===== src/design/phc_pkg.sv =====
`default_nettype none
// ----------------------------------------------------------------------------
// phc_pkg: shared types and constants of the pixel hit clusterer
// Widths of the hit and result fields, store depth, register map and the
// packed request/result structs used across the design.
// ----------------------------------------------------------------------------
package phc_pkg;

    localparam int MAX_HITS = 64;
    localparam int IDX_W    = $clog2(MAX_HITS);
    localparam int CNT_W    = $clog2(MAX_HITS + 1);

    localparam int COL_W    = 6;
    localparam int ROW_W    = 7;
    localparam int RAD_W    = 3;
    localparam int SIZE_W   = 7;
    localparam int CSUM_W   = 12;
    localparam int RSUM_W   = 13;

    localparam int APB_DW   = 32;
    localparam int PADDR_W  = 2;

    localparam logic [PADDR_W-1:0] ADDR_RADIUS  = 2'd0;
    localparam logic [RAD_W-1:0]   RADIUS_RESET = 3'd2;

    localparam logic CMD_HIT = 1'b0;
    localparam logic CMD_END = 1'b1;

    typedef struct packed {
        logic             command;
        logic [COL_W-1:0] hit_column;
        logic [ROW_W-1:0] hit_row;
    } t_hit_req;

    typedef struct packed {
        logic [SIZE_W-1:0] cluster_size;
        logic [CSUM_W-1:0] column_sum;
        logic [RSUM_W-1:0] row_sum;
        logic              last_cluster;
        logic              hits_dropped;
    } t_cluster_res;

    typedef struct packed {
        logic [COL_W-1:0] col;
        logic [ROW_W-1:0] row;
    } t_hit_entry;

    typedef struct packed {
        logic [IDX_W-1:0] idx;
        logic [COL_W-1:0] col;
        logic [ROW_W-1:0] row;
    } t_member;

    typedef struct packed {
        logic [RAD_W-1:0] radius;
    } t_cfg;

endpackage
`default_nettype wire


===== src/design/phc_ram.sv =====
`default_nettype none
// ----------------------------------------------------------------------------
// phc_ram: generic simple dual-port RAM
// One write port, one read port, read data registered.
// ----------------------------------------------------------------------------
module phc_ram #(
    parameter int WIDTH = 8,
    parameter int DEPTH = 64
) (
    input  wire logic                     i_clk,
    input  wire logic                     i_we,
    input  wire logic [$clog2(DEPTH)-1:0] i_waddr,
    input  wire logic [WIDTH-1:0]         i_wdata,
    input  wire logic                     i_re,
    input  wire logic [$clog2(DEPTH)-1:0] i_raddr,
    output logic      [WIDTH-1:0]         o_rdata
);

    logic [WIDTH-1:0] r_mem [DEPTH];
    logic [WIDTH-1:0] r_rdata;

    always_ff @(posedge i_clk) begin
        if (i_we) begin
            r_mem[i_waddr] <= i_wdata;
        end
        if (i_re) begin
            r_rdata <= r_mem[i_raddr];
        end
    end

    assign o_rdata = r_rdata;

endmodule
`default_nettype wire


===== src/design/phc_regs.sv =====
`default_nettype none
// ----------------------------------------------------------------------------
// phc_regs: configuration register block
// APB-style port holding the adjacency radius.
// ----------------------------------------------------------------------------
module phc_regs (
    input  wire logic                        i_clk,
    input  wire logic                        i_rst_n,
    input  wire logic                        psel,
    input  wire logic                        penable,
    input  wire logic                        pwrite,
    input  wire logic [phc_pkg::PADDR_W-1:0] paddr,
    input  wire logic [phc_pkg::APB_DW-1:0]  pwdata,
    output logic      [phc_pkg::APB_DW-1:0]  prdata,
    output logic                             pready,
    output phc_pkg::t_cfg                    o_cfg
);
    import phc_pkg::*;

    logic [RAD_W-1:0] r_radius;
    logic             w_wr;

    assign w_wr = psel && penable && pwrite && (paddr == ADDR_RADIUS);

    always_ff @(posedge i_clk) begin
        if (!i_rst_n) begin
            r_radius <= RADIUS_RESET;
        end else if (w_wr) begin
            r_radius <= pwdata[RAD_W-1:0];
        end
    end

    assign pready       = 1'b1;
    assign prdata       = (paddr == ADDR_RADIUS) ? APB_DW'(r_radius) : '0;
    assign o_cfg.radius = r_radius;

endmodule
`default_nettype wire


===== src/design/phc_seq.sv =====
`default_nettype none
// ----------------------------------------------------------------------------
// phc_seq: hit intake and clustering sequencer
// Stores hits, then grows each cluster by scanning the hit store once per
// member through one shared distance-compare unit.
// ----------------------------------------------------------------------------
module phc_seq (
    input  wire logic                      i_clk,
    input  wire logic                      i_rst_n,
    input  wire logic                      start,
    input  wire phc_pkg::t_hit_req         i_request,
    output logic                           busy,
    input  wire phc_pkg::t_cfg             i_cfg,
    output logic                           o_result_valid,
    output phc_pkg::t_cluster_res          o_result,
    output logic                           o_hs_we,
    output logic [phc_pkg::IDX_W-1:0]      o_hs_waddr,
    output phc_pkg::t_hit_entry            o_hs_wdata,
    output logic                           o_hs_re,
    output logic [phc_pkg::IDX_W-1:0]      o_hs_raddr,
    input  wire phc_pkg::t_hit_entry       i_hs_rdata,
    output logic                           o_ml_we,
    output logic [phc_pkg::IDX_W-1:0]      o_ml_waddr,
    output phc_pkg::t_member               o_ml_wdata,
    output logic                           o_ml_re,
    output logic [phc_pkg::IDX_W-1:0]      o_ml_raddr,
    input  wire phc_pkg::t_member          i_ml_rdata
);
    import phc_pkg::*;

    typedef enum logic [3:0] {
        S_IDLE,
        S_SEED,
        S_SEED_RD,
        S_M_FETCH,
        S_SCAN,
        S_SCAN_END,
        S_M_DONE,
        S_CL_DONE
    } t_state;

    t_state                r_state, n_state;
    logic [CNT_W-1:0]      r_hit_count, n_hit_count;
    logic                  r_overflow, n_overflow;
    logic [MAX_HITS-1:0]   r_flags, n_flags;
    logic [IDX_W-1:0]      r_seed, n_seed;
    logic [IDX_W-1:0]      r_p, n_p;
    logic [CNT_W-1:0]      r_mcount, n_mcount;
    logic [IDX_W-1:0]      r_j, n_j;
    logic                  r_v, n_v;
    logic [IDX_W-1:0]      r_jd, n_jd;
    logic                  r_dup, n_dup;
    logic [CNT_W-1:0]      r_size, n_size;
    logic [CSUM_W-1:0]     r_csum, n_csum;
    logic [RSUM_W-1:0]     r_rsum, n_rsum;
    logic                  r_pend_valid, n_pend_valid;
    t_cluster_res          r_pend, n_pend;
    logic                  r_out_valid, n_out_valid;
    t_cluster_res          r_out, n_out;

    logic [IDX_W-1:0]      w_last_idx;
    logic [RAD_W-1:0]      w_rad;
    logic [COL_W-1:0]      w_dc;
    logic [ROW_W-1:0]      w_dr;
    logic                  w_nb;
    logic                  w_same;
    logic                  w_join;
    logic                  w_dup_hit;

    assign w_last_idx = r_hit_count[IDX_W-1:0] - IDX_W'(1);

    // Shared compare unit: current member against the hit read this cycle.
    // A radius of zero acts as one so repeated coordinates still merge.
    always_comb begin
        w_rad = (i_cfg.radius == '0) ? RAD_W'(1) : i_cfg.radius;
        w_dc  = (i_hs_rdata.col > i_ml_rdata.col) ? (i_hs_rdata.col - i_ml_rdata.col)
                                                  : (i_ml_rdata.col - i_hs_rdata.col);
        w_dr  = (i_hs_rdata.row > i_ml_rdata.row) ? (i_hs_rdata.row - i_ml_rdata.row)
                                                  : (i_ml_rdata.row - i_hs_rdata.row);
        w_nb  = (w_dc < {{(COL_W-RAD_W){1'b0}}, w_rad}) &&
                (w_dr < {{(ROW_W-RAD_W){1'b0}}, w_rad});
        w_same    = (i_hs_rdata.col == i_ml_rdata.col) && (i_hs_rdata.row == i_ml_rdata.row);
        w_join    = r_v && !r_flags[r_jd] && w_nb;
        // Count a coordinate only at its earliest copy in the store.
        w_dup_hit = r_v && (r_jd < i_ml_rdata.idx) && w_same;
    end

    always_comb begin
        n_state      = r_state;
        n_hit_count  = r_hit_count;
        n_overflow   = r_overflow;
        n_flags      = r_flags;
        n_seed       = r_seed;
        n_p          = r_p;
        n_mcount     = r_mcount;
        n_j          = r_j;
        n_v          = (r_state == S_SCAN);
        n_jd         = r_j;
        n_dup        = r_dup;
        n_size       = r_size;
        n_csum       = r_csum;
        n_rsum       = r_rsum;
        n_pend_valid = r_pend_valid;
        n_pend       = r_pend;
        n_out_valid  = 1'b0;
        n_out        = r_out;

        o_hs_we      = 1'b0;
        o_hs_waddr   = r_hit_count[IDX_W-1:0];
        o_hs_wdata   = '{col: i_request.hit_column, row: i_request.hit_row};
        o_hs_re      = 1'b0;
        o_hs_raddr   = r_j;
        o_ml_we      = 1'b0;
        o_ml_waddr   = r_mcount[IDX_W-1:0];
        o_ml_wdata   = '{idx: r_jd, col: i_hs_rdata.col, row: i_hs_rdata.row};
        o_ml_re      = 1'b0;
        o_ml_raddr   = r_p;

        // Grow the cluster: push every ungrouped neighbor of the member.
        if (w_join) begin
            n_flags[r_jd] = 1'b1;
            o_ml_we       = 1'b1;
            n_mcount      = r_mcount + CNT_W'(1);
        end
        if (w_dup_hit) begin
            n_dup = 1'b1;
        end

        unique case (r_state)
            S_IDLE: begin
                if (start) begin
                    if (i_request.command == CMD_HIT) begin
                        if (r_hit_count < CNT_W'(MAX_HITS)) begin
                            o_hs_we     = 1'b1;
                            n_hit_count = r_hit_count + CNT_W'(1);
                        end else begin
                            n_overflow = 1'b1;
                        end
                    end else if (r_hit_count == '0) begin
                        n_out_valid        = 1'b1;
                        n_out.cluster_size = '0;
                        n_out.column_sum   = '0;
                        n_out.row_sum      = '0;
                        n_out.last_cluster = 1'b1;
                        n_out.hits_dropped = r_overflow;
                        n_overflow         = 1'b0;
                    end else begin
                        n_seed   = w_last_idx;
                        n_mcount = '0;
                        n_state  = S_SEED;
                    end
                end
            end
            S_SEED: begin
                if (!r_flags[r_seed]) begin
                    o_hs_re         = 1'b1;
                    o_hs_raddr      = r_seed;
                    n_flags[r_seed] = 1'b1;
                    n_state         = S_SEED_RD;
                end else if (r_seed == '0) begin
                    // No seed left: release the held result as the last one.
                    n_out_valid        = 1'b1;
                    n_out              = r_pend;
                    n_out.last_cluster = 1'b1;
                    n_out.hits_dropped = r_overflow;
                    n_pend_valid       = 1'b0;
                    n_flags            = '0;
                    n_hit_count        = '0;
                    n_overflow         = 1'b0;
                    n_state            = S_IDLE;
                end else begin
                    n_seed = r_seed - IDX_W'(1);
                end
            end
            S_SEED_RD: begin
                o_ml_we    = 1'b1;
                o_ml_waddr = '0;
                o_ml_wdata = '{idx: r_seed, col: i_hs_rdata.col, row: i_hs_rdata.row};
                n_mcount   = CNT_W'(1);
                n_p        = '0;
                n_size     = '0;
                n_csum     = '0;
                n_rsum     = '0;
                n_state    = S_M_FETCH;
            end
            S_M_FETCH: begin
                o_ml_re = 1'b1;
                n_j     = '0;
                n_dup   = 1'b0;
                n_state = S_SCAN;
            end
            S_SCAN: begin
                o_hs_re = 1'b1;
                if (r_j == w_last_idx) begin
                    n_state = S_SCAN_END;
                end else begin
                    n_j = r_j + IDX_W'(1);
                end
            end
            S_SCAN_END: begin
                n_state = S_M_DONE;
            end
            S_M_DONE: begin
                if (!r_dup) begin
                    n_size = r_size + CNT_W'(1);
                    n_csum = r_csum + {{(CSUM_W-COL_W){1'b0}}, i_ml_rdata.col};
                    n_rsum = r_rsum + {{(RSUM_W-ROW_W){1'b0}}, i_ml_rdata.row};
                end
                if ((CNT_W'(r_p) + CNT_W'(1)) < r_mcount) begin
                    n_p     = r_p + IDX_W'(1);
                    n_state = S_M_FETCH;
                end else begin
                    n_state = S_CL_DONE;
                end
            end
            S_CL_DONE: begin
                // Hold each cluster back one step until we know it is not last.
                if (r_pend_valid) begin
                    n_out_valid        = 1'b1;
                    n_out              = r_pend;
                    n_out.last_cluster = 1'b0;
                    n_out.hits_dropped = r_overflow;
                end
                n_pend.cluster_size = SIZE_W'(r_size);
                n_pend.column_sum   = r_csum;
                n_pend.row_sum      = r_rsum;
                n_pend.last_cluster = 1'b0;
                n_pend.hits_dropped = r_overflow;
                n_pend_valid        = 1'b1;
                n_state             = S_SEED;
            end
            default: begin
                n_state = S_IDLE;
            end
        endcase
    end

    always_ff @(posedge i_clk) begin
        if (!i_rst_n) begin
            r_state      <= S_IDLE;
            r_hit_count  <= '0;
            r_overflow   <= 1'b0;
            r_flags      <= '0;
            r_v          <= 1'b0;
            r_pend_valid <= 1'b0;
            r_out_valid  <= 1'b0;
        end else begin
            r_state      <= n_state;
            r_hit_count  <= n_hit_count;
            r_overflow   <= n_overflow;
            r_flags      <= n_flags;
            r_v          <= n_v;
            r_pend_valid <= n_pend_valid;
            r_out_valid  <= n_out_valid;
            r_seed       <= n_seed;
            r_p          <= n_p;
            r_mcount     <= n_mcount;
            r_j          <= n_j;
            r_jd         <= n_jd;
            r_dup        <= n_dup;
            r_size       <= n_size;
            r_csum       <= n_csum;
            r_rsum       <= n_rsum;
            r_pend       <= n_pend;
            r_out        <= n_out;
        end
    end

    assign busy           = (r_state != S_IDLE);
    assign o_result_valid = r_out_valid;
    assign o_result       = r_out;

`ifndef SYNTHESIS
    a_last_ends_event: assert property (@(posedge i_clk) disable iff (!i_rst_n)
        (r_out_valid && r_out.last_cluster) |-> (r_state == S_IDLE))
        else $error("last result issued while clustering continues");

    a_mid_result_seeds: assert property (@(posedge i_clk) disable iff (!i_rst_n)
        (r_out_valid && !r_out.last_cluster) |-> (r_state == S_SEED))
        else $error("intermediate result outside seed search");

    a_flags_clear_idle: assert property (@(posedge i_clk) disable iff (!i_rst_n)
        (r_state == S_IDLE) |-> (r_flags == '0))
        else $error("grouped flags left set between events");

    a_members_bounded: assert property (@(posedge i_clk) disable iff (!i_rst_n)
        (r_state != S_IDLE) |-> (r_mcount <= r_hit_count))
        else $error("member list larger than stored hits");
`endif

endmodule
`default_nettype wire


===== src/design/pixel_hit_clusterer_top.sv =====
`default_nettype none
// ----------------------------------------------------------------------------
// pixel_hit_clusterer_top: pixel hit clusterer, 8-connected at the reset radius
// Stores the hits of one event and emits one size/column-sum/row-sum result
// per cluster at the end-of-event request.
// ----------------------------------------------------------------------------
// A hit request is taken without raising busy, so hits can be loaded back to
// back. An end-of-event request raises busy while the block clusters: the
// work is a seed search over the stored hits plus neighbor scans, set by the
// single read port of the hit store, which is swept once per cluster member
// through one shared distance comparator. An empty event answers in the
// next cycle, without raising busy. Each result appears on o_result for
// exactly one cycle with o_result_valid; there is no backpressure, so the
// receiver must take it then. The last result of an event carries
// last_cluster and is issued in the cycle busy falls.
module pixel_hit_clusterer_top (
    input  wire logic                        i_clk,
    input  wire logic                        i_rst_n,
    input  wire logic                        start,
    input  wire phc_pkg::t_hit_req           i_request,
    output logic                             busy,
    output logic                             o_result_valid,
    output phc_pkg::t_cluster_res            o_result,
    input  wire logic                        psel,
    input  wire logic                        penable,
    input  wire logic                        pwrite,
    input  wire logic [phc_pkg::PADDR_W-1:0] paddr,
    input  wire logic [phc_pkg::APB_DW-1:0]  pwdata,
    output logic      [phc_pkg::APB_DW-1:0]  prdata,
    output logic                             pready
);
    import phc_pkg::*;

    t_cfg             w_cfg;
    logic             w_hs_we;
    logic [IDX_W-1:0] w_hs_waddr;
    t_hit_entry       w_hs_wdata;
    logic             w_hs_re;
    logic [IDX_W-1:0] w_hs_raddr;
    t_hit_entry       w_hs_rdata;
    logic             w_ml_we;
    logic [IDX_W-1:0] w_ml_waddr;
    t_member          w_ml_wdata;
    logic             w_ml_re;
    logic [IDX_W-1:0] w_ml_raddr;
    t_member          w_ml_rdata;

    phc_regs u_regs (
        .i_clk   (i_clk),
        .i_rst_n (i_rst_n),
        .psel    (psel),
        .penable (penable),
        .pwrite  (pwrite),
        .paddr   (paddr),
        .pwdata  (pwdata),
        .prdata  (prdata),
        .pready  (pready),
        .o_cfg   (w_cfg)
    );

    phc_ram #(
        .WIDTH ($bits(t_hit_entry)),
        .DEPTH (MAX_HITS)
    ) u_hit_store (
        .i_clk   (i_clk),
        .i_we    (w_hs_we),
        .i_waddr (w_hs_waddr),
        .i_wdata (w_hs_wdata),
        .i_re    (w_hs_re),
        .i_raddr (w_hs_raddr),
        .o_rdata (w_hs_rdata)
    );

    phc_ram #(
        .WIDTH ($bits(t_member)),
        .DEPTH (MAX_HITS)
    ) u_member_list (
        .i_clk   (i_clk),
        .i_we    (w_ml_we),
        .i_waddr (w_ml_waddr),
        .i_wdata (w_ml_wdata),
        .i_re    (w_ml_re),
        .i_raddr (w_ml_raddr),
        .o_rdata (w_ml_rdata)
    );

    phc_seq u_seq (
        .i_clk          (i_clk),
        .i_rst_n        (i_rst_n),
        .start          (start),
        .i_request      (i_request),
        .busy           (busy),
        .i_cfg          (w_cfg),
        .o_result_valid (o_result_valid),
        .o_result       (o_result),
        .o_hs_we        (w_hs_we),
        .o_hs_waddr     (w_hs_waddr),
        .o_hs_wdata     (w_hs_wdata),
        .o_hs_re        (w_hs_re),
        .o_hs_raddr     (w_hs_raddr),
        .i_hs_rdata     (w_hs_rdata),
        .o_ml_we        (w_ml_we),
        .o_ml_waddr     (w_ml_waddr),
        .o_ml_wdata     (w_ml_wdata),
        .o_ml_re        (w_ml_re),
        .o_ml_raddr     (w_ml_raddr),
        .i_ml_rdata     (w_ml_rdata)
    );

endmodule
`default_nettype wire

===== config.mk =====
export PLATFORM = sky130hd
export DESIGN_NAME = pixel_hit_clusterer_top
export DESIGN_NICKNAME = d
export VERILOG_FILES = /design/src/design/phc_pkg.sv /design/src/design/phc_ram.sv /design/src/design/phc_regs.sv /design/src/design/phc_seq.sv /design/src/design/pixel_hit_clusterer_top.sv
export SDC_FILE = /design/constraint.sdc
export NUM_CORES = 2
export LEC_CHECK = 0
export ABC_AREA = 1
export ABC_CLOCK_PERIOD_IN_PS = 6220
export BUFFER_PORTS_ARGS = -buffer_cell sky130_fd_sc_hd__buf_4
export CORE_ASPECT_RATIO = 1.5
export CORE_UTILIZATION = 25
export CTS_BUF_LIST = sky130_fd_sc_hd__clkbuf_4
export CTS_CLUSTER_DIAMETER = 80
export DETAILED_ROUTE_END_ITERATION = 7
export PLACE_DENSITY = 0.38
export SLEW_MARGIN = 20
export SYNTH_ARGS = -nofsm -noshare
export SYNTH_HDL_FRONTEND = slang
export SYNTH_SLANG_ARGS = --single-unit

===== constraint.sdc =====
create_clock -name i_clk -period 6.22 [get_ports i_clk]
set_clock_uncertainty 0.15 [all_clocks]
set_input_delay 0 -clock i_clk [delete_from_list [all_inputs] [get_ports i_clk]]
set_output_delay 0 -clock i_clk [all_outputs]
set_load 0.03 [all_outputs]

======== Yosys cells after proc, flatten, opt, wreduce, memory -nomap -nowiden ========
Memories as Yosys holds them, arrays and structs flattened. A register that Yosys moved wholly into a read port is not among the register bits.
Index checks and enable logic that the tools add are counted.
W data, S select, Z words.
storage, ports and cells
  register bits after elaboration ......... 212
  bits in writable memories ............... 2048
  word-level logic and storage cells ...... 207
  memories kept ........................... 2
operators by class
  add/subtract/negate cells ............... 14
  order comparisons ....................... 11
  equal/unequal tests ..................... 27
  muxes and demuxes ....................... 91
  bitwise gates (word level) .............. 2
  reductions and logical operators ........ 35
memories
  name                 words  bits a word  rd ports  clocked after memory_dff  wr ports  line           source
  u_member_list.r_mem  64     19           1         1                         1         phc_ram.sv:19  logic [WIDTH-1:0] r_mem [DEPTH];
  u_hit_store.r_mem    64     13           1         1                         1         phc_ram.sv:19
operator list
  kind                   count
  $mux W64               4
  $mux W34               6
  $or A64 B64 Y64        2
  $pmux W34 S3           1
  $mux W7                11
  $mux W6                11
  $pmux W7 S2            3
  $pmux W6 S2            3
  $pmux W4 S8            1
  $mux W1                29
  $pmux W13 S2           1
  $mux W4                6
  $pmux W12 S2           1
  $add A7 B1 Y7 const B  3
  $mux W19               1
  $eq A4 B3 Y1 const B   4
  $ne A2 B2 Y1 const B   8
  $lt A6 B7 Y1 const B   2
  $sub A7 B7 Y7          2
  $add A13 B7 Y13        1
  $mux W13               1
  $add A12 B6 Y12        1
  $add A6 B1 Y6 const B  2
  $bmux W1 S6            2
  39 further kinds       74

======== Logic depth before layout (Yosys ltp) ========
  depth in word-level cells ............... 10
  depth in mapped cells ................... 28
  depth with buffers taken out ............ 27

======== By module ========
From an unflattened synthesis, not the netlist that was laid out.
second synthesis, totals
  cells, all modules ...................... 9059
  area, all modules ....................... 98125.4 µm²
by module, submodules not included
  module                   times used  cells an instance  area an instance (µm²)  sequential area each (µm²)
  phc_ram (u_member_list)  1           4159               49785.2                 37085.6
  phc_ram (u_hit_store)    1           2888               34175.3                 25374.3
  phc_seq                  1           1949               13740.7                 5465.2
  phc_regs                 1           63                 424.2                   60.1

======== Least setup slack after synthesis ========
No wires, ideal clock.
  path kind ............................... reg2reg
  from .................................... register u_hit_store.r_rdata[1] (netlist: u_hit_store.o_rdata[1]) (read register of u_hit_store.r_mem)
  to ...................................... memory u_member_list.r_mem[12][0] (netlist name), enable pin
  arrival ................................. 5.577 ns
  path slack .............................. 0.074 ns
  stages on the path, launching flop included .. 24
  period minus slack after synthesis ...... 6.146 ns
  cell sequence ........................... edfxtp_1 > inv_1 > ha_1 > nand3b_1 > nand2_1 > a21oi_1 > o21ai_1 > nand2_1 > o21ai_0 > xnor2_1 > inv_1 > ha_1 > inv_1 > a21oi_1 > a211oi_1 > nand2_1 > nor2_1 > nand3_1 > nor2_1 > nand3_1 > buf_2 > nand2_2 > nand3_2 > nor3_1
between the ends
  word-level cells in the longest chain between the ends .. 9
  elaborated cells between the ends (all ways) .. 11
  classes of those cells .................. add/sub (2); order compare (2); mux (5); reduce/logical (2)
RTL lines
  element                                      line            source
  from (decl)                                  phc_ram.sv:20   logic [WIDTH-1:0] r_rdata;
  $sub A7 B7 Y7, or another cell as far along  phc_seq.sv:79   : (i_ml_rdata.row - i_hs_rdata.row);
  $mux W7 *                                    phc_seq.sv:78   w_dr = (i_hs_rdata.row > i_ml_rdata.row) ? (i_hs_rdata.row - i_ml_rdata.row)
  $lt A7 B3 Y1 *                               phc_seq.sv:81   (w_dr < {{(ROW_W-RAD_W){1'b0}}, w_rad});
  $logic_and A1 B1 Y1 *                        phc_seq.sv:80   w_nb = (w_dc < {{(COL_W-RAD_W){1'b0}}, w_rad}) &&
  $logic_and A1 B1 Y1 *                        phc_seq.sv:83   w_join = r_v && !r_flags[r_jd] && w_nb;
  $mux W1 *                                    phc_seq.sv:120  if (w_join) begin
  $mux W1 *                                    phc_seq.sv:129  unique case (r_state)
  $mux W1 *                                    phc_ram.sv:23   if (i_we) begin
  $mux W1 (not written as such) *              phc_ram.sv:24   r_mem[i_waddr] <= i_wdata;
  to (decl)                                    phc_ram.sv:19
Mark *: on every way between the ends. The rest lies on a longest branch, timed or not.

======== Worst setup path after layout ========
  from .................................... register u_hit_store.r_rdata[1] (netlist: u_hit_store.o_rdata[1]) (read register of u_hit_store.r_mem)
  to ...................................... memory u_member_list.r_mem[46][16] (netlist name), enable pin
The elaborated chain is that of the path after synthesis.

==> metrics.md <==
| Metric | Value |
|---|---|
| Clock slew at reported path FFs | `0.07 ns` |
| Reg-to-Reg Start | `u_hit_store.o_rdata[1]` |
| Distinct cell type count after synthesis | `53` |
| Die area | `396000 µm²` |
| Clk sinks | `2291` |
| Post-synth EDFFs | `2210` |
| Die Y | `770 µm` |
| Most common cell after layout, fill and taps aside | `edfxtp_1` |
| Worst EP arrival | `6.14 ns` |
| Crit. Startpoint | `u_hit_store.o_rdata[1]` |
| Vias | `69168` |
| Metal3 WL | `15800 µm` |
| Kind of critical path | `flop to flop` |
| Max FO, Critical Path | `19` |
| I/O pins | `123` |
| Vias in the first global route | `69229` |
| Clock Path Buffers | `4` |
| CTS tree | `done` |
| Worst hold path class | `input pin to flop` |
| Total GRT Usage | `17.3%` |
| Seq pwr share | `50.9%` |
| Post-synthesis adder-cell area fraction | `0.874%` |
| Antenna Nets Post-Route | `0` |
| Post-layout min period | `5.45 ns` |
| CP endpoint kind | `flop` |
| Gpl congestion | `0.914` |
| Combinational share of power | `8.7%` |
| Hold_sp | `i_request[10]` |
| Endpoints failing hold | `0` |
| TritonCTS Buffers | `612` |
| Root buf cell | `clkbuf_4` |
| WL met1 | `134000 µm` |
| Worst hold slack | `0.147 ns` |
| Crit start category | `flop` |
| Post-synthesis xor/xnor area fraction | `0.250%` |
| Tcrit/Tclk final | `87.6%` |
| Simple-gate share of the synthesized area | `14.8%` |
| Placed wire-length estimate | `216000 µm` |
| Die width | `514 µm` |
| Most used DFF post-synth | `edfxtp_1` |
| First-pass GRT wire length | `498000 µm` |
| Largest net degree at the start of global routing | `166` |
| Starting Density | `25.2%` |
| Post-synthesis mux area share | `0.0102%` |
| # DRC | `0` |
| Worst-Skew Late Latency | `1.41 ns` |
| Mean Syn Cell Area | `11.0 µm²` |
| Sw frac | `26.3%` |
| Design Area, Final | `115000 µm²` |
| Top cell by count, worst path | `buf_4` |
| # rows | `281` |
| Top delay family on crit path | `simple AND/OR/NAND/NOR gates` |
| Most frequent cells in the layout | `2210 x edfxtp_1, 1118 x nand2_1, 1091 x nor2_1, 1073 x inv_1, 986 x nand3_1` |
| Main combinational cell family by area after synthesis | `simple AND/OR/NAND/NOR gates` |
| Filler cells | `40585` |
| Ys async rst share | `0%` |
| CTS HTree Levels | `6` |
| Pwr Density | `292 nW/µm²` |
| Routed WL | `351000 µm` |
| CTS resizes | `0` |
| Max incr delay on CP | `0.42 ns` |
| Peak supply drop | `0.165 mV` |
| Worst slew pin tran | `1.29 ns` |
| Clk pwr share | `40.5%` |
| Area after detailed placement | `107000 µm²` |
| Grt ovf | `0` |
| Met2 wire len | `184000 µm` |
| Psw | `8.88 mW` |
| DRT Pass-1 Iters | `6` |
| Synthesis Warnings | `0` |
| Worst slew margin | `14.1%` |
| Critical path's slowest cell | `nor3_1` |
| Sequential share of the synthesized area | `69.2%` |
| Initial antenna violation count | `26` |
| Status | `complete, no violations` |
| Total Neg Setup Slack | `0 ns` |
| Post-Synthesis Cell Area | `98200 µm²` |
| Core region area | `391000 µm²` |
| I/O Buffers | `63` |
| Data required time at the worst endpoint | `6.91 ns` |
| Area grow syn2layout | `17.5%` |
| Cell count after synthesis | `8901` |
| Max-slew violations | `0` |
| RSZ-0062 raised after global routing | `no` |
| DR iter-0 viols | `4982` |
| DR WL/cell | `23.2 µm` |
| Max cap viols | `0` |
| Top routing layer used | `met5` |
| Share of layout cells above drive strength 1 | `15.2%` |
| Synth Register Bits | `2291` |
| Fmax | `0.184 GHz` |
| CP cell instances | `buf_4, inv_1, ha_1, nand3b_1, nand2_1, a21oi_1, o21ai_1, nand2_1, o21ai_0, xnor2_1, inv_1, ha_1, inv_1, a21oi_1, a211oi_1, nand3_1, nor2_1, nand4_1, nor3_1, buf_4, nand2_1, buf_4, nor2_2, buf_4` |
| CP bufs+invs | `7` |
| Synth Area in Compound Gates | `8.24%` |
| Avg Vias per Cell | `4.57` |
| Static Leak | `42.6 nW` |
| Internal cell power | `24.9 mW` |
| Finish-stage setup viols | `0` |
| Nets | `9574` |
-- power by group through the flow --
stage                     clock network, mW  logic [mW]  registers, mW
after global routing                   14.9        3.14           17.2
after global placement                    0        2.93           17.5
after detailed placement                  0        2.93           17.5
after CTS                              14.2        2.99           17.2
final                                  13.7        2.93           17.2
after floorplan                           0        1.37           17.6
-- worst paths after layout --
kind	slack (ns)	cells after the start	endpoint
worst max-delay path	0.77	24	u_member_list.r_mem[46][16]
worst min-delay path	0.15	4	u_hit_store.r_mem[58][10]
worst max register to register	0.77	24	u_member_list.r_mem[46][16]
worst min register to register	0.28	0	u_seq.r_pend[5]
-- area by class of cell --
type | count | area [µm²] | area share [%]
clock inverters | 135 | 972 | 0.842
multi-input cells | 4998 | 24400 | 21.2
repair buffers | 454 | 4530 | 3.92
diodes | 28 | 70.1 | 0.0607
inverters | 1098 | 4140 | 3.59
flip-flops and latches | 2291 | 68000 | 58.9
well taps | 5235 | 6550 | 5.67
clock buffers | 900 | 6760 | 5.85
-- registers in the layout, indices dropped and copies added (netlist names), 12 cells and up --
name and cells:
u_member_list.r_mem 1216, u_hit_store.r_mem 832, u_seq.r_flags 64, u_seq.o_result 34, u_seq.r_pend 32, u_member_list.o_rdata 19
u_hit_store.o_rdata 13, u_seq.r_rsum 13, u_seq.r_csum 12
-- metal layers --
metal  up-vias  track usage (%)
met4        12             8.29
met2      2037             31.8
met1     34149             19.3
li1      32311                -
met3       659             2.72
met5         -                0
-- what timing repair did --
item,in CTS,in global routing
hold buffers,71,1
buffers inserted,0,0
hold endpoints to repair,1106,24
-- cell families (layout without fill, tap and decap cells) --
family	count (synthesis)	after routing
other	2	58
adders and majority gates	65	65
DFF	2291	2291
xor gates and xnor gates	28	28
buffers and inverters	1640	2587
and+or+nand+nor	3428	3428
AOI/OAI and AO/OA	1446	1446
muxes	1	1
-- synth_stat cells (33+ instances only) --
library cell / count / area share, %
nand3b_1: 56 / 0.43
buf_2: 136 / 0.69
nand3_1: 987 / 5.0
ha_1: 59 / 0.75
a21oi_1: 63 / 0.32
dfxtp_1: 81 / 1.7
buf_4: 38 / 0.29
buf_1: 33 / 0.13
o22ai_1: 341 / 2.2
inv_1: 1076 / 4.1
nor2_1: 1162 / 4.4
clkbuf_1: 334 / 1.3
nand2_1: 1120 / 4.3
o32ai_1: 79 / 0.70
nor3_1: 45 / 0.23
edfxtp_1: 2210 / 68
o21ai_0: 903 / 4.6
-- per-stage QoR --
stage	util [%]	power [mW]	setup WS (ns)	cells
final	29.6	33.7	0.773	15139
after global placement	27.3	20.4	0.613	14002
after CTS	29.5	34.3	0.629	15110
after global routing	29.5	35.2	0.251	15130
after floorplan	-	18.9	0.0739	8929
after detailed placement	27.3	20.4	0.808	14004
-- tightest hold or removal path, stage by stage --
cell and delay [ns]:
dlygate4sd3_1 0.53, dlygate4sd3_1 0.56, buf_4 0.17, buf_16 0.20
Note: power is estimated with default switching activity, not from simulation.
